$ cat config.mk
export PLATFORM = sky130hd
export DESIGN_NAME = pusa_ctrl
export DESIGN_NICKNAME = d
export VERILOG_FILES = /design/src/rtl/pusa_pkg.sv /design/src/rtl/pusa_ctrl.sv
export SDC_FILE = /design/constraint.sdc
export NUM_CORES = 1
export LEC_CHECK = 0
export ABC_AREA = 1
export BUFFER_PORTS_ARGS = -buffer_cell sky130_fd_sc_hd__buf_2
export CAP_MARGIN = 20
export CORE_AREA = 4 4 41 43
export CTS_CLUSTER_DIAMETER = 50
export DETAILED_ROUTE_END_ITERATION = 10
export DIE_AREA = 0 0 45 47
export PLACE_DENSITY = 0.61
export SLEW_MARGIN = 15
export SYNTH_ARGS = -nofsm -noshare
export SYNTH_HDL_FRONTEND = slang
export SYNTH_SLANG_ARGS = --single-unit
$ cat constraint.sdc
create_clock -name clk -period 1.2 [get_ports clk]
set_input_delay 0.18 -clock clk [delete_from_list [all_inputs] [get_ports clk]]
set_output_delay 0.18 -clock clk [all_outputs]
set_load 0.01 [all_outputs]
$ cat src/rtl/pusa_pkg.sv
// Package for the paged uniform slot allocator: sizes, op and status codes, types.
// No dependencies.
package pusa_pkg;
  localparam int PAGE_BYTES  = 65536;
  localparam int ALIGN_BYTES = 256;
  localparam int MAX_PAGES   = 16;
  localparam int FREE_DEPTH  = 64;
  localparam int LIVE_DEPTH  = 64;

  localparam int PG_W  = 4;
  localparam int OFF_W = 16;
  localparam int SZ_W  = 17;
  localparam int PCNT_W = $clog2(MAX_PAGES + 1);
  localparam int FI_W  = $clog2(FREE_DEPTH);
  localparam int FC_W  = $clog2(FREE_DEPTH + 1);
  localparam int LI_W  = $clog2(LIVE_DEPTH);
  localparam int PI_W  = $clog2(MAX_PAGES);
  localparam int AL_SH = $clog2(ALIGN_BYTES);

  localparam logic [2:0] OP_ALLOC   = 3'd0;
  localparam logic [2:0] OP_RELEASE = 3'd1;
  localparam logic [2:0] OP_UPDATE  = 3'd2;
  localparam logic [2:0] OP_CHECK   = 3'd3;
  localparam logic [2:0] OP_CLEAR   = 3'd4;

  localparam logic [2:0] ST_OK      = 3'd0;
  localparam logic [2:0] ST_INVALID = 3'd1;
  localparam logic [2:0] ST_NOPAGE  = 3'd2;
  localparam logic [2:0] ST_BADSIZE = 3'd3;
  localparam logic [2:0] ST_FULL    = 3'd4;

  // controller -> datapath
  typedef struct packed {
    logic load;        // capture input beat
    logic live_clr;    // reset live scan
    logic live_step;   // advance live scan
    logic free_clr;
    logic free_step;   // advance free scan (compare entry)
    logic shift_step;  // move one free entry down
    logic page_clr;
    logic page_step;
    logic commit;      // apply result and fill output
    logic out_take;
  } pusa_cmd_t;

  // datapath -> controller
  typedef struct packed {
    logic live_done;
    logic free_done;
    logic free_hit;
    logic shift_done;
    logic page_done;
    logic page_hit;
    logic out_full;
  } pusa_sts_t;

  // rounded size; 18 bits so 65536+ is caught
  function automatic logic [SZ_W:0] round_up(input logic [SZ_W-1:0] v);
    logic [SZ_W:0] t;
    t = {1'b0, v} + (SZ_W+1)'(ALIGN_BYTES - 1);
    return (t >> AL_SH) << AL_SH;
  endfunction
endpackage

$ cat src/rtl/pusa_ctrl.sv
// Controller for the slot allocator: sequences scans of live, free and page tables.
// Depends on pusa_pkg.
module pusa_ctrl (
  input  logic               clk,
  input  logic               rst,
  input  logic               in_valid,
  output logic               in_ready,
  input  pusa_pkg::pusa_sts_t sts,
  input  logic               out_ready,
  output pusa_pkg::pusa_cmd_t cmd
);
  import pusa_pkg::*;

  localparam logic [2:0] S_IDLE  = 3'd0;
  localparam logic [2:0] S_LIVE  = 3'd1;
  localparam logic [2:0] S_FREE  = 3'd2;
  localparam logic [2:0] S_SHIFT = 3'd3;
  localparam logic [2:0] S_PAGE  = 3'd4;
  localparam logic [2:0] S_DONE  = 3'd5;

  logic [2:0] state, state_next;

  always_ff @(posedge clk) begin
    if (rst) state <= S_IDLE;
    else     state <= state_next;
  end

  assign in_ready = (state == S_IDLE);

  always_comb begin
    cmd = '0;
    state_next = state;
    cmd.out_take = sts.out_full && out_ready;
    unique case (state)
      S_IDLE: if (in_valid) begin
        cmd.load = 1'b1; cmd.live_clr = 1'b1; cmd.free_clr = 1'b1; cmd.page_clr = 1'b1;
        state_next = S_LIVE;
      end
      S_LIVE: begin
        cmd.live_step = 1'b1;
        if (sts.live_done) state_next = S_FREE;
      end
      S_FREE: begin
        if (sts.free_done) begin
          state_next = sts.free_hit ? S_SHIFT : S_PAGE;
        end else begin
          cmd.free_step = 1'b1;
        end
      end
      S_SHIFT: begin
        if (sts.shift_done) state_next = S_DONE;
        else cmd.shift_step = 1'b1;
      end
      S_PAGE: begin
        if (sts.page_done) state_next = S_DONE;
        else cmd.page_step = 1'b1;
      end
      S_DONE: if (!sts.out_full || out_ready) begin
        cmd.commit = 1'b1;
        state_next = S_IDLE;
      end
      default: state_next = S_IDLE;
    endcase
  end
endmodule

==> impl_metrics.tcl <==
set metrics [dict create \
    worst_ep_arrival_time_ns 1.10 \
    detailroute.via_count 446 \
    sw_frac_of_total_pct 51.3 \
    die_height_um 47 \
    worstMarginPinSlew_ns 0.168 \
    largest_registers "state (3)" \
    overflow 0 \
    global_route.usage.total_pct 9.96 \
    layout.nets 100 \
    power-per-cell-area_nw_per_um2 2760 \
    place_hpwl_um 727 \
    power_uw 1460 \
    antenna_violations_before_repair 0 \
    ctsHoldBuffers 0 \
    holdCritPathClass "in2reg" \
    pre_cts_ws_ns 0.0123 \
    criticalPathCategory "reg2out" \
    netlist-cell-type-count 15 \
    clockRootBuffer "sky130_fd_sc_hd__clkbuf_4" \
    syn-cell-area_sq_um 334 \
    finalHoldViolCount 0 \
    cts.reportedPaths.clkPinSlew_ns 0.03 \
    layout_commonest_cell "sky130_fd_sc_hd__buf_2" \
    required_ns 1.02 \
    clock_insertion_delay_worst_skew_ns 0.23 \
    gpl.final_weighted_congestion 0.706 \
    timing.critical_path.to "cmd[6]" \
    synth_nets 75 \
    grt_pass1_wl_mm 1.49 \
    worst_path_max_delay_cell "sky130_fd_sc_hd__dfxtp_4" \
    run_status "complete, but fails checks" \
    net_sw_power_uw 751 \
    clock_tree_from_tritoncts "done" \
    largest_register_ffs 3 \
    cell_by_cell_trace_of_the_critical_path "nor2_4, inv_2, nor3_4, buf_2" \
    start_kind "flop" \
    antenna_cells_inserted 0 \
    core-area_sq_um 1300 \
    core.rowCount 13 \
    setup-violations-final 8 \
    relSlewSlack_pct 88.8 \
    post-route-period-util_pct 106 \
    area_growth_syn_to_layout_pct 58.4 \
    cts.htree.levels 1 \
    synth_sequential_area_ratio_pct 18.0 \
    drt_wl_total_um 972 \
    antenna_nets_post_route 0 \
    critical_path_fanouts_max 7 \
    cellLeakagePower_uw 0.000324 \
    power.share.sequential_pct 17.9 \
    fin_skew_ns 0.00316 \
    worst_slack_ns -0.0775 \
    min_delay_path_depth 4 \
    die_w_um 45 \
    synth-seq-cells 3 \
    postSynthAreaPerCell_sq_um 5.22 \
    power.share.clock_pct 12.0 \
    rsz0062_at_grt "true" \
    io-pin-count 22 \
    timing.rr.end "state[2]$_SDFFE_PP0P_" \
    critical_path.startpoint "state[0]$_SDFFE_PP0P_" \
    final_period_minus_worst_setup_slack_ns 1.28 \
    post_route_cells_drive_above_1_share_pct 53.4 \
    first_iter_violations 6 \
    failing_checks "negative setup slack" \
    drv_cap 0 \
    routedWlPerCell_um 9.44 \
    regToRegSetupSlack_ns 0.02 \
    cts.sinks 3 \
    floorplan.initialDensity_pct 25.7 \
    drt-pass1-iter-count 4 \
    rr_worst_depth 8 \
    critical_path.reg2reg.startpoint "state[0]$_SDFFE_PP0P_" \
    yosys_warnings 0 \
    drc 0 \
    post_synth_inst_count 64 \
    first_global_vias 393 \
    registers.top_by_ff_count "state" \
    power.combinational.fraction_pct 70.1 \
    viasPerCell 4.33 \
    grt_start_max_net_pins 8 \
    end_kind "output pin" \
    drv_slew 0 \
    power.internal_uw 712 \
    portbufs 20 \
    clock_tree.buffer_depth 2 \
    die_area_sq_um 2120 \
    max-vdd-ir-drop_uv 1130 \
    final_cell_mix "sky130_fd_sc_hd__buf_2 (20), sky130_fd_sc_hd__inv_1 (11), sky130_fd_sc_hd__nor2_1 (10), sky130_fd_sc_hd__nand2_1 (10)" \
    tritoncts.num_buffers 3 \
    max_clock_freq_mhz 783 \
    crit_path_max_incr_delay_ns 0.36 \
]
## cells in the mapped netlist
library cell / n / share of area [%]
sky130_fd_sc_hd__nand3_2: 1 / 3.0
sky130_fd_sc_hd__nor2_2: 3 / 5.6
sky130_fd_sc_hd__inv_1: 14 / 16
sky130_fd_sc_hd__nor3_1: 1 / 1.5
sky130_fd_sc_hd__dfxtp_1: 3 / 18
sky130_fd_sc_hd__nor2_1: 14 / 16
sky130_fd_sc_hd__a21oi_1: 4 / 6.0
sky130_fd_sc_hd__nand2_2: 1 / 1.9
sky130_fd_sc_hd__o21ai_0: 1 / 1.5
sky130_fd_sc_hd__nand3_1: 5 / 7.5
sky130_fd_sc_hd__inv_2: 2 / 2.2
sky130_fd_sc_hd__nand2_1: 10 / 11
sky130_fd_sc_hd__o21ai_1: 1 / 1.5
sky130_fd_sc_hd__o22ai_1: 1 / 1.9
sky130_fd_sc_hd__buf_4: 3 / 6.7
## critical path, delay by kind of cell (launching register included)
kind | cells | cell delay [ns]
buf+inv | 2 | 0.23
flops | 1 | 0.36
simple gates | 2 | 0.27
## per-layer routing
layer  track usage (%)  wire length [um]
met5                 0                 0
met4              8.77                 0
met3              1.15                49
met2              16.4               548
met1              11.4               374
## timing repair
| item | CTS | global route |
|---|---|---|
| setup buffers | 1 | 1 |
| setup endpoints to repair | 10 | 13 |
| pin swaps | 2 | 1 |
| gates cloned | 0 | 0 |
| gates resized for setup | 9 | 7 |
## through the flow
stage | hold WS, ns | std cells | setup TNS, ns | cell area, sq um | utilization [%]
global placement | 0.441 | 97 | 0 | 449 | 34.5
finish | 0.205 | 103 | -0.444 | 529 | 40.7
CTS | 0.196 | 102 | -0.432 | 504 | 38.8
global route | 0.224 | 103 | -1.30 | 529 | 40.7
detailed placement | 0.455 | 97 | 0 | 449 | 34.5
floorplan | 0.347 | 64 | 0 | 345 | -
## area by class of cell
type / count / area [sq um]
fillers: 163 / 772
multi-input cells: 42 / 235
repair buffers: 23 / 123
flip-flops and latches: 3 / 66.3
inverters: 16 / 60.1
clock buffers: 4 / 26.3
well taps: 15 / 18.8
## worst min-delay path by stage
stage | slack, ns | to | startpoint
2_1_floorplan | 0.35 | state[0]$_SDFFE_PP0P_ | rst
3_3_place_gp | 0.44 | state[0]$_SDFFE_PP0P_ | rst
3_5_place_dp | 0.46 | state[0]$_SDFFE_PP0P_ | rst
4_1_cts | 0.20 | state[0]$_SDFFE_PP0P_ | rst
5_1_grt | 0.22 | state[1]$_SDFFE_PP0P_ | rst
6_report | 0.20 | state[0]$_SDFFE_PP0P_ | rst
## kinds of logic (layout without fill, tap and decap cells)
| family | after synthesis | count (layout) | synth area share, % |
|---|---|---|---|
| compound gates | 7 | 7 | 10.9 |
| buf+inv | 19 | 43 | 24.7 |
| flops | 3 | 3 | 18.0 |
| simple gates | 35 | 35 | 46.4 |
## power groups by stage
stage / clock (uW) / sequential, uW / combinational [uW]
2_1_floorplan: 0 / 220 / 668
3_3_place_gp: 0 / 218 / 868
3_5_place_dp: 0 / 220 / 879
4_1_cts: 189 / 254 / 952
5_1_grt: 194 / 277 / 1130
6_report: 176 / 261 / 1030
Note: power is estimated with default switching activity, not from simulation.
